### src/rtl/sbls_pkg.sv
// Shared constants and types for the stroke box, length and smoothing block.
package sbls_pkg;

    localparam int COORD_W_DEF  = 20;
    localparam int LENGTH_W_DEF = 32;

    localparam int TOL_W = 12;
    localparam logic [TOL_W-1:0] TOL_RESET = 12'd48;

    localparam int KIND_W = 2;
    typedef logic [KIND_W-1:0] kind_t;

    localparam kind_t KIND_MOVE = 2'd0;
    localparam kind_t KIND_QUAD = 2'd1;
    localparam kind_t KIND_NONE = 2'd2;

endpackage

### src/rtl/stroke_bbox_length_smoother.sv
// Top level: stroke bounding box, serial arc length and quadratic smoothing.
//
//  channel | handshake               | words
//  --------+-------------------------+--------------------------------------------
//  in      | in_valid / in_stall     | point_x, point_y, stroke_start
//  out     | out_valid / out_stall   | box, stroke_length, segment_kind, control, end
//  cfg     | cfg_valid / cfg_ready   | min_travel
//
// Continuing point: prep, then the squarers, then the root, then done loads the result.
// Stroke start goes from prep straight to done. One point in flight; the next word is
// taken the cycle after the result loads, so a result waiting in the output register
// does not block input, but a stalled one holds the next item in done.
// Reset clears box, length, previous point and anchor to zero, tolerance to 48.
module stroke_bbox_length_smoother
    import sbls_pkg::*;
#(
    parameter int COORD_WIDTH  = COORD_W_DEF,
    parameter int LENGTH_WIDTH = LENGTH_W_DEF
)
(
    input  logic                           clk,
    input  logic                           rst_n,
    input  logic                           in_valid,
    output logic                           in_stall,
    input  logic signed [COORD_WIDTH-1:0]  point_x,
    input  logic signed [COORD_WIDTH-1:0]  point_y,
    input  logic                           stroke_start,
    output logic                           out_valid,
    input  logic                           out_stall,
    output logic signed [COORD_WIDTH-1:0]  box_min_x,
    output logic signed [COORD_WIDTH-1:0]  box_max_x,
    output logic signed [COORD_WIDTH-1:0]  box_min_y,
    output logic signed [COORD_WIDTH-1:0]  box_max_y,
    output logic [LENGTH_WIDTH-1:0]        stroke_length,
    output kind_t                          segment_kind,
    output logic signed [COORD_WIDTH-1:0]  control_x,
    output logic signed [COORD_WIDTH-1:0]  control_y,
    output logic signed [COORD_WIDTH-1:0]  end_x,
    output logic signed [COORD_WIDTH-1:0]  end_y,
    input  logic                           cfg_valid,
    output logic                           cfg_ready,
    input  logic [TOL_W-1:0]               min_travel
);

    localparam int C     = COORD_WIDTH;
    localparam int L     = LENGTH_WIDTH;
    localparam int N     = C + 1;
    localparam int SUM_W = ((L > N) ? L : N) + 1;
    localparam int CMP_W = (C > TOL_W) ? C : TOL_W;

    localparam logic [2:0] S_IDLE = 3'd0;
    localparam logic [2:0] S_PREP = 3'd1;
    localparam logic [2:0] S_SQR  = 3'd2;
    localparam logic [2:0] S_ROOT = 3'd3;
    localparam logic [2:0] S_DONE = 3'd4;

    logic [2:0]              state_reg, state_next;
    logic [TOL_W-1:0]        tol_reg;
    logic signed [C-1:0]     min_x_reg, max_x_reg, min_y_reg, max_y_reg;
    logic [L-1:0]            length_reg;
    logic signed [C-1:0]     prev_x_reg, prev_y_reg, anchor_x_reg, anchor_y_reg;
    logic                    out_valid_reg;

    logic signed [C-1:0]     x_reg, y_reg;
    logic                    start_reg;
    kind_t                   res_kind_reg;
    logic signed [C-1:0]     res_cx_reg, res_cy_reg, res_ex_reg, res_ey_reg;

    logic signed [C-1:0]     o_min_x_reg, o_max_x_reg, o_min_y_reg, o_max_y_reg;
    logic [L-1:0]            o_length_reg;
    kind_t                   o_kind_reg;
    logic signed [C-1:0]     o_cx_reg, o_cy_reg, o_ex_reg, o_ey_reg;

    logic                    in_accept;
    logic                    out_load;
    logic                    sq_start;
    logic                    rt_start;
    logic                    sq_done_x, sq_done_y;
    logic                    rt_done;
    logic [2*C-1:0]          sq_x, sq_y;
    logic [2*C:0]            sq_sum;
    logic [N-1:0]            root;
    logic [SUM_W-1:0]        len_sum;
    logic [L-1:0]            len_sat;
    logic [C:0]              dx_raw, dy_raw, ax_raw, ay_raw;
    logic [C-1:0]            dx_mag, dy_mag, ax_mag, ay_mag;
    logic                    quad_hit;
    logic [C:0]              mid_x_sum, mid_y_sum;

    function automatic logic [C-1:0] abs_mag(input logic [C:0] d);
        logic [C:0] n;
        begin
            n = ~d + 1'b1;
            abs_mag = d[C] ? n[C-1:0] : d[C-1:0];
        end
    endfunction

    assign in_accept = in_valid && (state_reg == S_IDLE);
    assign in_stall  = (state_reg != S_IDLE);
    assign cfg_ready = 1'b1;
    assign out_load  = (state_reg == S_DONE) && (!out_valid_reg || !out_stall);

    // distance to previous point and to anchor, sign extended by one bit
    assign dx_raw = {x_reg[C-1], x_reg} - {prev_x_reg[C-1], prev_x_reg};
    assign dy_raw = {y_reg[C-1], y_reg} - {prev_y_reg[C-1], prev_y_reg};
    assign ax_raw = {x_reg[C-1], x_reg} - {anchor_x_reg[C-1], anchor_x_reg};
    assign ay_raw = {y_reg[C-1], y_reg} - {anchor_y_reg[C-1], anchor_y_reg};
    assign dx_mag = abs_mag(dx_raw);
    assign dy_mag = abs_mag(dy_raw);
    assign ax_mag = abs_mag(ax_raw);
    assign ay_mag = abs_mag(ay_raw);

    assign quad_hit = (CMP_W'(ax_mag) >= CMP_W'(tol_reg))
                   || (CMP_W'(ay_mag) >= CMP_W'(tol_reg));

    // midpoint floors: drop the low bit of the widened sum
    assign mid_x_sum = {anchor_x_reg[C-1], anchor_x_reg} + {x_reg[C-1], x_reg};
    assign mid_y_sum = {anchor_y_reg[C-1], anchor_y_reg} + {y_reg[C-1], y_reg};

    assign sq_start = (state_reg == S_PREP) && !start_reg;
    assign rt_start = (state_reg == S_SQR) && sq_done_x && sq_done_y;
    assign sq_sum   = {1'b0, sq_x} + {1'b0, sq_y};

    assign len_sum = {{(SUM_W-L){1'b0}}, length_reg} + {{(SUM_W-N){1'b0}}, root};
    assign len_sat = (|len_sum[SUM_W-1:L]) ? {L{1'b1}} : len_sum[L-1:0];

    sbls_square #(.WIDTH(C)) u_sq_x
    (
        .clk    (clk),
        .rst_n  (rst_n),
        .start  (sq_start),
        .mag    (dx_mag),
        .done   (sq_done_x),
        .square (sq_x)
    );

    sbls_square #(.WIDTH(C)) u_sq_y
    (
        .clk    (clk),
        .rst_n  (rst_n),
        .start  (sq_start),
        .mag    (dy_mag),
        .done   (sq_done_y),
        .square (sq_y)
    );

    sbls_isqrt #(.STEPS(N)) u_root
    (
        .clk      (clk),
        .rst_n    (rst_n),
        .start    (rt_start),
        .radicand ({1'b0, sq_sum}),
        .done     (rt_done),
        .root     (root)
    );

    always_comb
    begin
        state_next = state_reg;
        unique case (state_reg)
            S_IDLE:
            begin
                if (in_accept)
                    state_next = S_PREP;
            end
            S_PREP:
            begin
                state_next = start_reg ? S_DONE : S_SQR;
            end
            S_SQR:
            begin
                if (sq_done_x && sq_done_y)
                    state_next = S_ROOT;
            end
            S_ROOT:
            begin
                if (rt_done)
                    state_next = S_DONE;
            end
            S_DONE:
            begin
                if (out_load)
                    state_next = S_IDLE;
            end
            default:
            begin
                state_next = S_IDLE;
            end
        endcase
    end

    always_ff @(posedge clk or negedge rst_n)
    begin
        if (!rst_n)
        begin
            state_reg     <= S_IDLE;
            tol_reg       <= TOL_RESET;
            min_x_reg     <= '0;
            max_x_reg     <= '0;
            min_y_reg     <= '0;
            max_y_reg     <= '0;
            length_reg    <= '0;
            prev_x_reg    <= '0;
            prev_y_reg    <= '0;
            anchor_x_reg  <= '0;
            anchor_y_reg  <= '0;
            out_valid_reg <= 1'b0;
        end
        else
        begin
            state_reg <= state_next;
            if (cfg_valid && cfg_ready)
                tol_reg <= min_travel;

            if (state_reg == S_PREP)
            begin
                prev_x_reg <= x_reg;
                prev_y_reg <= y_reg;
                if (start_reg)
                begin
                    min_x_reg    <= x_reg;
                    max_x_reg    <= x_reg;
                    min_y_reg    <= y_reg;
                    max_y_reg    <= y_reg;
                    length_reg   <= '0;
                    anchor_x_reg <= x_reg;
                    anchor_y_reg <= y_reg;
                end
                else
                begin
                    if (x_reg < min_x_reg)
                        min_x_reg <= x_reg;
                    if (x_reg > max_x_reg)
                        max_x_reg <= x_reg;
                    if (y_reg < min_y_reg)
                        min_y_reg <= y_reg;
                    if (y_reg > max_y_reg)
                        max_y_reg <= y_reg;
                    if (quad_hit)
                    begin
                        anchor_x_reg <= x_reg;
                        anchor_y_reg <= y_reg;
                    end
                end
            end

            if ((state_reg == S_ROOT) && rt_done)
                length_reg <= len_sat;

            if (out_load)
                out_valid_reg <= 1'b1;
            else if (!out_stall)
                out_valid_reg <= 1'b0;
        end
    end

    always_ff @(posedge clk)
    begin
        if (in_accept)
        begin
            x_reg     <= point_x;
            y_reg     <= point_y;
            start_reg <= stroke_start;
        end

        if (state_reg == S_PREP)
        begin
            if (start_reg)
            begin
                res_kind_reg <= KIND_MOVE;
                res_cx_reg   <= x_reg;
                res_cy_reg   <= y_reg;
                res_ex_reg   <= '0;
                res_ey_reg   <= '0;
            end
            else if (quad_hit)
            begin
                res_kind_reg <= KIND_QUAD;
                res_cx_reg   <= anchor_x_reg;
                res_cy_reg   <= anchor_y_reg;
                res_ex_reg   <= mid_x_sum[C:1];
                res_ey_reg   <= mid_y_sum[C:1];
            end
            else
            begin
                res_kind_reg <= KIND_NONE;
                res_cx_reg   <= '0;
                res_cy_reg   <= '0;
                res_ex_reg   <= '0;
                res_ey_reg   <= '0;
            end
        end

        if (out_load)
        begin
            o_min_x_reg  <= min_x_reg;
            o_max_x_reg  <= max_x_reg;
            o_min_y_reg  <= min_y_reg;
            o_max_y_reg  <= max_y_reg;
            o_length_reg <= length_reg;
            o_kind_reg   <= res_kind_reg;
            o_cx_reg     <= res_cx_reg;
            o_cy_reg     <= res_cy_reg;
            o_ex_reg     <= res_ex_reg;
            o_ey_reg     <= res_ey_reg;
        end
    end

    assign out_valid     = out_valid_reg;
    assign box_min_x     = o_min_x_reg;
    assign box_max_x     = o_max_x_reg;
    assign box_min_y     = o_min_y_reg;
    assign box_max_y     = o_max_y_reg;
    assign stroke_length = o_length_reg;
    assign segment_kind  = o_kind_reg;
    assign control_x     = o_cx_reg;
    assign control_y     = o_cy_reg;
    assign end_x         = o_ex_reg;
    assign end_y         = o_ey_reg;

endmodule

### src/rtl/sbls_square.sv
// Bit-serial squarer: one multiplier bit per cycle, right-shifting product.
module sbls_square
    import sbls_pkg::*;
#(
    parameter int WIDTH = COORD_W_DEF
)
(
    input  logic                 clk,
    input  logic                 rst_n,
    input  logic                 start,
    input  logic [WIDTH-1:0]     mag,
    output logic                 done,
    output logic [2*WIDTH-1:0]   square
);

    localparam int CNT_W = $clog2(WIDTH + 1);

    logic               busy_reg, busy_next;
    logic               done_reg, done_next;
    logic [CNT_W-1:0]   cnt_reg, cnt_next;
    logic [WIDTH-1:0]   mcand_reg;
    logic [2*WIDTH-1:0] acc_reg;
    logic [WIDTH:0]     upper;

    // low half holds the remaining multiplier bits, high half the partial sum
    assign upper = {1'b0, acc_reg[2*WIDTH-1:WIDTH]}
                 + (acc_reg[0] ? {1'b0, mcand_reg} : {(WIDTH+1){1'b0}});

    always_comb
    begin
        busy_next = busy_reg;
        cnt_next  = cnt_reg;
        done_next = 1'b0;
        if (start)
        begin
            busy_next = 1'b1;
            cnt_next  = CNT_W'(WIDTH - 1);
        end
        else if (busy_reg)
        begin
            cnt_next = cnt_reg - 1'b1;
            if (cnt_reg == '0)
            begin
                busy_next = 1'b0;
                done_next = 1'b1;
            end
        end
    end

    always_ff @(posedge clk or negedge rst_n)
    begin
        if (!rst_n)
        begin
            busy_reg <= 1'b0;
            done_reg <= 1'b0;
            cnt_reg  <= '0;
        end
        else
        begin
            busy_reg <= busy_next;
            done_reg <= done_next;
            cnt_reg  <= cnt_next;
        end
    end

    always_ff @(posedge clk)
    begin
        if (start)
        begin
            mcand_reg <= mag;
            acc_reg   <= {{WIDTH{1'b0}}, mag};
        end
        else if (busy_reg)
        begin
            acc_reg <= {upper, acc_reg[WIDTH-1:1]};
        end
    end

    assign done   = done_reg;
    assign square = acc_reg;

endmodule

### src/rtl/sbls_isqrt.sv
// Digit-serial restoring square root: one radicand bit pair per cycle.
module sbls_isqrt
    import sbls_pkg::*;
#(
    parameter int STEPS = COORD_W_DEF + 1
)
(
    input  logic                 clk,
    input  logic                 rst_n,
    input  logic                 start,
    input  logic [2*STEPS-1:0]   radicand,
    output logic                 done,
    output logic [STEPS-1:0]     root
);

    localparam int CNT_W = $clog2(STEPS + 1);
    localparam int REM_W = STEPS + 2;

    logic               busy_reg, busy_next;
    logic               done_reg, done_next;
    logic [CNT_W-1:0]   cnt_reg, cnt_next;
    logic [2*STEPS-1:0] rad_reg;
    logic [REM_W-1:0]   rem_reg;
    logic [STEPS-1:0]   root_reg;
    logic [REM_W+1:0]   rem_sh;
    logic [REM_W+1:0]   trial;
    logic [REM_W+1:0]   rem_sub;
    logic               fits;

    assign rem_sh  = {rem_reg, rad_reg[2*STEPS-1:2*STEPS-2]};
    assign trial   = {2'b00, root_reg, 2'b01};
    assign fits    = (rem_sh >= trial);
    assign rem_sub = rem_sh - trial;

    always_comb
    begin
        busy_next = busy_reg;
        cnt_next  = cnt_reg;
        done_next = 1'b0;
        if (start)
        begin
            busy_next = 1'b1;
            cnt_next  = CNT_W'(STEPS - 1);
        end
        else if (busy_reg)
        begin
            cnt_next = cnt_reg - 1'b1;
            if (cnt_reg == '0)
            begin
                busy_next = 1'b0;
                done_next = 1'b1;
            end
        end
    end

    always_ff @(posedge clk or negedge rst_n)
    begin
        if (!rst_n)
        begin
            busy_reg <= 1'b0;
            done_reg <= 1'b0;
            cnt_reg  <= '0;
        end
        else
        begin
            busy_reg <= busy_next;
            done_reg <= done_next;
            cnt_reg  <= cnt_next;
        end
    end

    // remainder stays below 2*root+1, so REM_W bits hold it
    always_ff @(posedge clk)
    begin
        if (start)
        begin
            rad_reg  <= radicand;
            rem_reg  <= '0;
            root_reg <= '0;
        end
        else if (busy_reg)
        begin
            rad_reg  <= {rad_reg[2*STEPS-3:0], 2'b00};
            rem_reg  <= fits ? rem_sub[REM_W-1:0] : rem_sh[REM_W-1:0];
            root_reg <= {root_reg[STEPS-2:0], fits};
        end
    end

    assign done = done_reg;
    assign root = root_reg;

endmodule

### config.mk
export PLATFORM = sky130hd
export DESIGN_NAME = stroke_bbox_length_smoother
export DESIGN_NICKNAME = d
export VERILOG_FILES = /design/src/rtl/sbls_pkg.sv /design/src/rtl/stroke_bbox_length_smoother.sv /design/src/rtl/sbls_square.sv /design/src/rtl/sbls_isqrt.sv
export SDC_FILE = /design/constraint.sdc
export NUM_CORES = 2
export LEC_CHECK = 0
export CAP_MARGIN = 0
export CELL_PAD_IN_SITES_DETAIL_PLACEMENT = 1
export CELL_PAD_IN_SITES_GLOBAL_PLACEMENT = 1
export CORE_ASPECT_RATIO = 2
export CORE_MARGIN = 5
export CORE_UTILIZATION = 52
export CTS_CLUSTER_DIAMETER = 30
export DETAILED_ROUTE_END_ITERATION = 10
export DONT_BUFFER_PORTS = 1
export PLACE_DENSITY = 0.85
export SETUP_SLACK_MARGIN = 0.05
export SLEW_MARGIN = 15
export SYNTH_ARGS = -nofsm -noshare
export SYNTH_HDL_FRONTEND = slang
export SYNTH_SLANG_ARGS = --single-unit
### constraint.sdc
create_clock -name clk -period 15.6 [get_ports clk]
set_input_delay 0.78 -clock clk [delete_from_list [all_inputs] [get_ports clk]]
set_output_delay 0.78 -clock clk [all_outputs]
set_load 0.05 [all_outputs]
==> metrics.txt <==
layout cell share with drive strength beyond 1=10.37%; cell at the slowest stage of the critical path=sky130_fd_sc_hd__edfxtp_1; initial antenna violation count=8; critical path capture point type=register; maximum single-stage delay on the critical path=0.61 ns; Detailed Route Iter0 Violations=1,914; first-pass GRT wire length=213,600 µm; Worst VDD drop=approximately 150 µV; status=finished with violations; Cell Int Power=6.800 mW; buffer cell driving the clock tree root=sky130_fd_sc_hd__clkbuf_16; insertion delay to the later sink of the worst-skew pair=between 0.7 and 0.8 ns; synthesis-stage register bit count=between 700 and 800; Power Dens Cells=~260 nW/µm²; area fraction of the dominant cell type after synthesis=30.70%; final setup vio count=0; relative contribution of sequential cells to total power=29.0%; placement row count=149; Critical path buffers and inverters=2; Mapped Area=42,850 µm²; critical path class=register to register; vias after detailed routing=32,700; ratio of final minimum period to clock period=39.57%; total half-perimeter wirelength after legalization and detailed placement=97,010 µm; proportion of synthesized flip-flops having asynchronous set or reset=a little under a third; setup repair after global routing missed its margin=no; transition time at the pin with the least slew margin=approximately 1.1 ns; critical path's top delay family=compound AO/OA/AOI/OAI gates; floorplan die width=213.0 µm; number of buffers created by CTS=105; sequential cell area fraction in the yosys report=roughly 48%; leakage power summed over all cells=19.95 nW; Tot GR Track Use=31.35%; Starting Density=52.12%; most common flop cell mapped by yosys=sky130_fd_sc_hd__edfxtp_1; average detailed-routed wire length per instance=27.02 µm; Sw Share=45.75%; cell area after layout=47,820 µm²; violated checks=negative hold slack; worst slew margin relative to its limit=23.77%; max FFs per register=between 40 and 50; clock period minus final worst setup slack=6.173 ns; H-tree level count=3; aggregate negative setup slack=0 ns; area delta synth->final=11.60%; dominant cell type by area after synthesis=sky130_fd_sc_hd__edfxtp_1; Max Slew Vio Count=0; number of global-route vias before repair=36,190; path type of the worst min-delay path=input port to asynchronous set/reset pin; instance area at placement=44,000 µm²; Placer Congestion=0.9072; crit path launch type=register; maximum number of pins on one net before global-route repair=roughly 230; synth unique cells=between 90 and 100; crit-path max FO=40; net count reported at finish=4,470; drt pass-1 iters=5; number of instances resized during post-cts repair=0; Net Count, Synth=4,453; post-synthesis average cell area=10.63 µm²; Clock Tree Buf Depth=3; clock-pin slew on the worst setup and hold paths=roughly 0.07 ns; number of standard cells after synthesis=4,029; final core occ=58.16%; cells along the critical path=inv_1 -> fa_1 -> and2b_1 -> o21ai_1 -> a21o_1 -> a21oi_2 -> nand2_1 -> a21oi_1 -> or2_1 -> nor2_1 -> xnor2_1 -> ha_1 -> a21oi_1 -> a21boi_0 -> o211ai_1 -> a31oi_1 -> o21a_1 -> o21ai_0 -> nand3_1 -> nor3_1 -> nor4b_4 -> a41oi_4 -> buf_4 -> mux2_4; total routed wirelength=roughly 140,000 µm; clock tree from TritonCTS=yes; main area contributors after synthesis=sky130_fd_sc_hd__edfxtp_1, sky130_fd_sc_hd__dfrtp_1, sky130_fd_sc_hd__ha_1; drt via density=6.290; clock network fraction of design power=20.0%; die outline area=~89,000 µm²; most prevalent standard cell on the critical path=sky130_fd_sc_hd__a21oi_1; power spent charging and discharging nets=5.734 mW; ranking of synthesized cells by instance count=sky130_fd_sc_hd__edfxtp_1, sky130_fd_sc_hd__ha_1, sky130_fd_sc_hd__nand2_1; count of endpoints failing hold in the final timing report=7; count of yosys warnings during synthesis=0; number of remaining DRC errors=0; arrival time of data at the critical path endpoint=between 6 and 7 ns; Core Area=82,220 µm²; sink count of the clock tree=752; library cell with the highest instance count after synthesis=sky130_fd_sc_hd__edfxtp_1; worst hold slack after final layout=-0.03486 ns; final worst clock skew=0.03560 ns; number of enable flip-flop cells after synthesis=438; Max Fclk=162.0 MHz; CP Data Required Time=16.20 ns; sum of overflow across all layers after global routing=0; Antenna Violating Nets Remaining=0; count of maximum capacitance violations=0; Port Buf Inserts=0; Die Ht=a little over 400 µm; ports placed on the boundary=255; combinational fraction of design power=between 50 and 60%
-- kinds of logic after synthesis --
group | share of synthesized area (%)
and+or+nand+nor | 11.88
AOI/OAI and AO/OA | 14.39
DFF | 48.05
buffers and inverters | 3.968
adders and majority gates | 10.86
xor gates and xnor gates | 5.069
muxes | 5.776
other | 0.008752
-- power groups by stage --
stage | Clock, mW | Sequential, mW | Combinational [mW]
CTS | 2.54 | 3.62 | 6.35
finish | 2.50 | 3.63 | 6.39
global route | 2.63 | 3.66 | 6.92
floorplan | 0 | 3.33 | 4.53
global placement | 0 | 3.60 | 5.83
detailed placement | 0 | 3.63 | 6.12
-- layout make-up --
cell class              count  area, µm²
inverters                 306       1156
clock buffers             120       2820
multi-input cells        2838      20640
diodes                      4      10.01
clock inverters            79      895.9
well taps                1057       1323
flip-flops and latches    752      20590
repair buffers             43      385.4
fillers                  8599      34400
-- metrics by stage --
step	power, mW	std cells	setup WS (ns)
after floorplan	7.864	4029	4.677
after global placement	9.431	4992	9.715
after detailed placement	9.746	4992	9.506
after CTS	12.51	5193	9.453
after global routing	13.21	5196	8.987
final	12.53	5199	9.427
-- routing by layer --
layer / track usage, % / wire (µm) / share of wire [%]
met5: 0 / 46 / 0.033
met3: 5.014 / 6506 / 4.6
met2: 57.89 / 74930 / 53
met4: 21.05 / 11680 / 8.3
met1: 31.67 / 47330 / 34
-- timing repair --
action | in CTS | in global routing
setup buffers | 0 | 0
hold buffers | 2 | 0
endpoints found under the hold margin | 227 | 0
-- placed cells by master, fill, tap and decap left out, types with 31 or more instances in the layout --
master	instances
sky130_fd_sc_hd__buf_4	39
sky130_fd_sc_hd__mux2_4	38
sky130_fd_sc_hd__a21o_1	76
sky130_fd_sc_hd__nand2b_1	51
sky130_fd_sc_hd__nor2_1	265
sky130_fd_sc_hd__a22o_1	42
sky130_fd_sc_hd__xor2_1	93
sky130_fd_sc_hd__o21a_1	44
sky130_fd_sc_hd__dfxtp_1	85
sky130_fd_sc_hd__xnor2_1	155
sky130_fd_sc_hd__nor3_1	83
sky130_fd_sc_hd__a21oi_1	216
sky130_fd_sc_hd__and2_1	88
sky130_fd_sc_hd__nand2_1	318
sky130_fd_sc_hd__a211oi_1	47
sky130_fd_sc_hd__mux2i_1	80
sky130_fd_sc_hd__dfrtp_1	226
sky130_fd_sc_hd__edfxtp_1	438
sky130_fd_sc_hd__nand3_1	51
sky130_fd_sc_hd__o21ai_0	247
sky130_fd_sc_hd__mux2_2	97
sky130_fd_sc_hd__inv_1	304
sky130_fd_sc_hd__ha_1	356
sky130_fd_sc_hd__a31oi_1	31
sky130_fd_sc_hd__nor2b_1	44
sky130_fd_sc_hd__clkbuf_16	110
-- final timing paths --
path                                          start                           to  slack, ns  cells after the start
max in group asynchronous                     rst_n   length_reg[13]$_DFFE_PN0P_      14.28                      2
max                              y_reg[1]$_DFFE_PP_  anchor_y_reg[5]$_DFFE_PN0P_       9.43                     24
min in group clk                          cfg_valid       tol_reg[4]$_DFFE_PN1P_       0.15                      1
max reg2reg                      y_reg[1]$_DFFE_PP_  anchor_y_reg[5]$_DFFE_PN0P_       9.43                     24
min reg2reg                res_cy_reg[14]$_DFFE_PP_      control_y[14]$_DFFE_PP_       0.41                      0
min                                           rst_n    min_y_reg[15]$_DFFE_PN0P_      -0.03                      1
No activity file was read; power rests on OpenSTA's default activity.
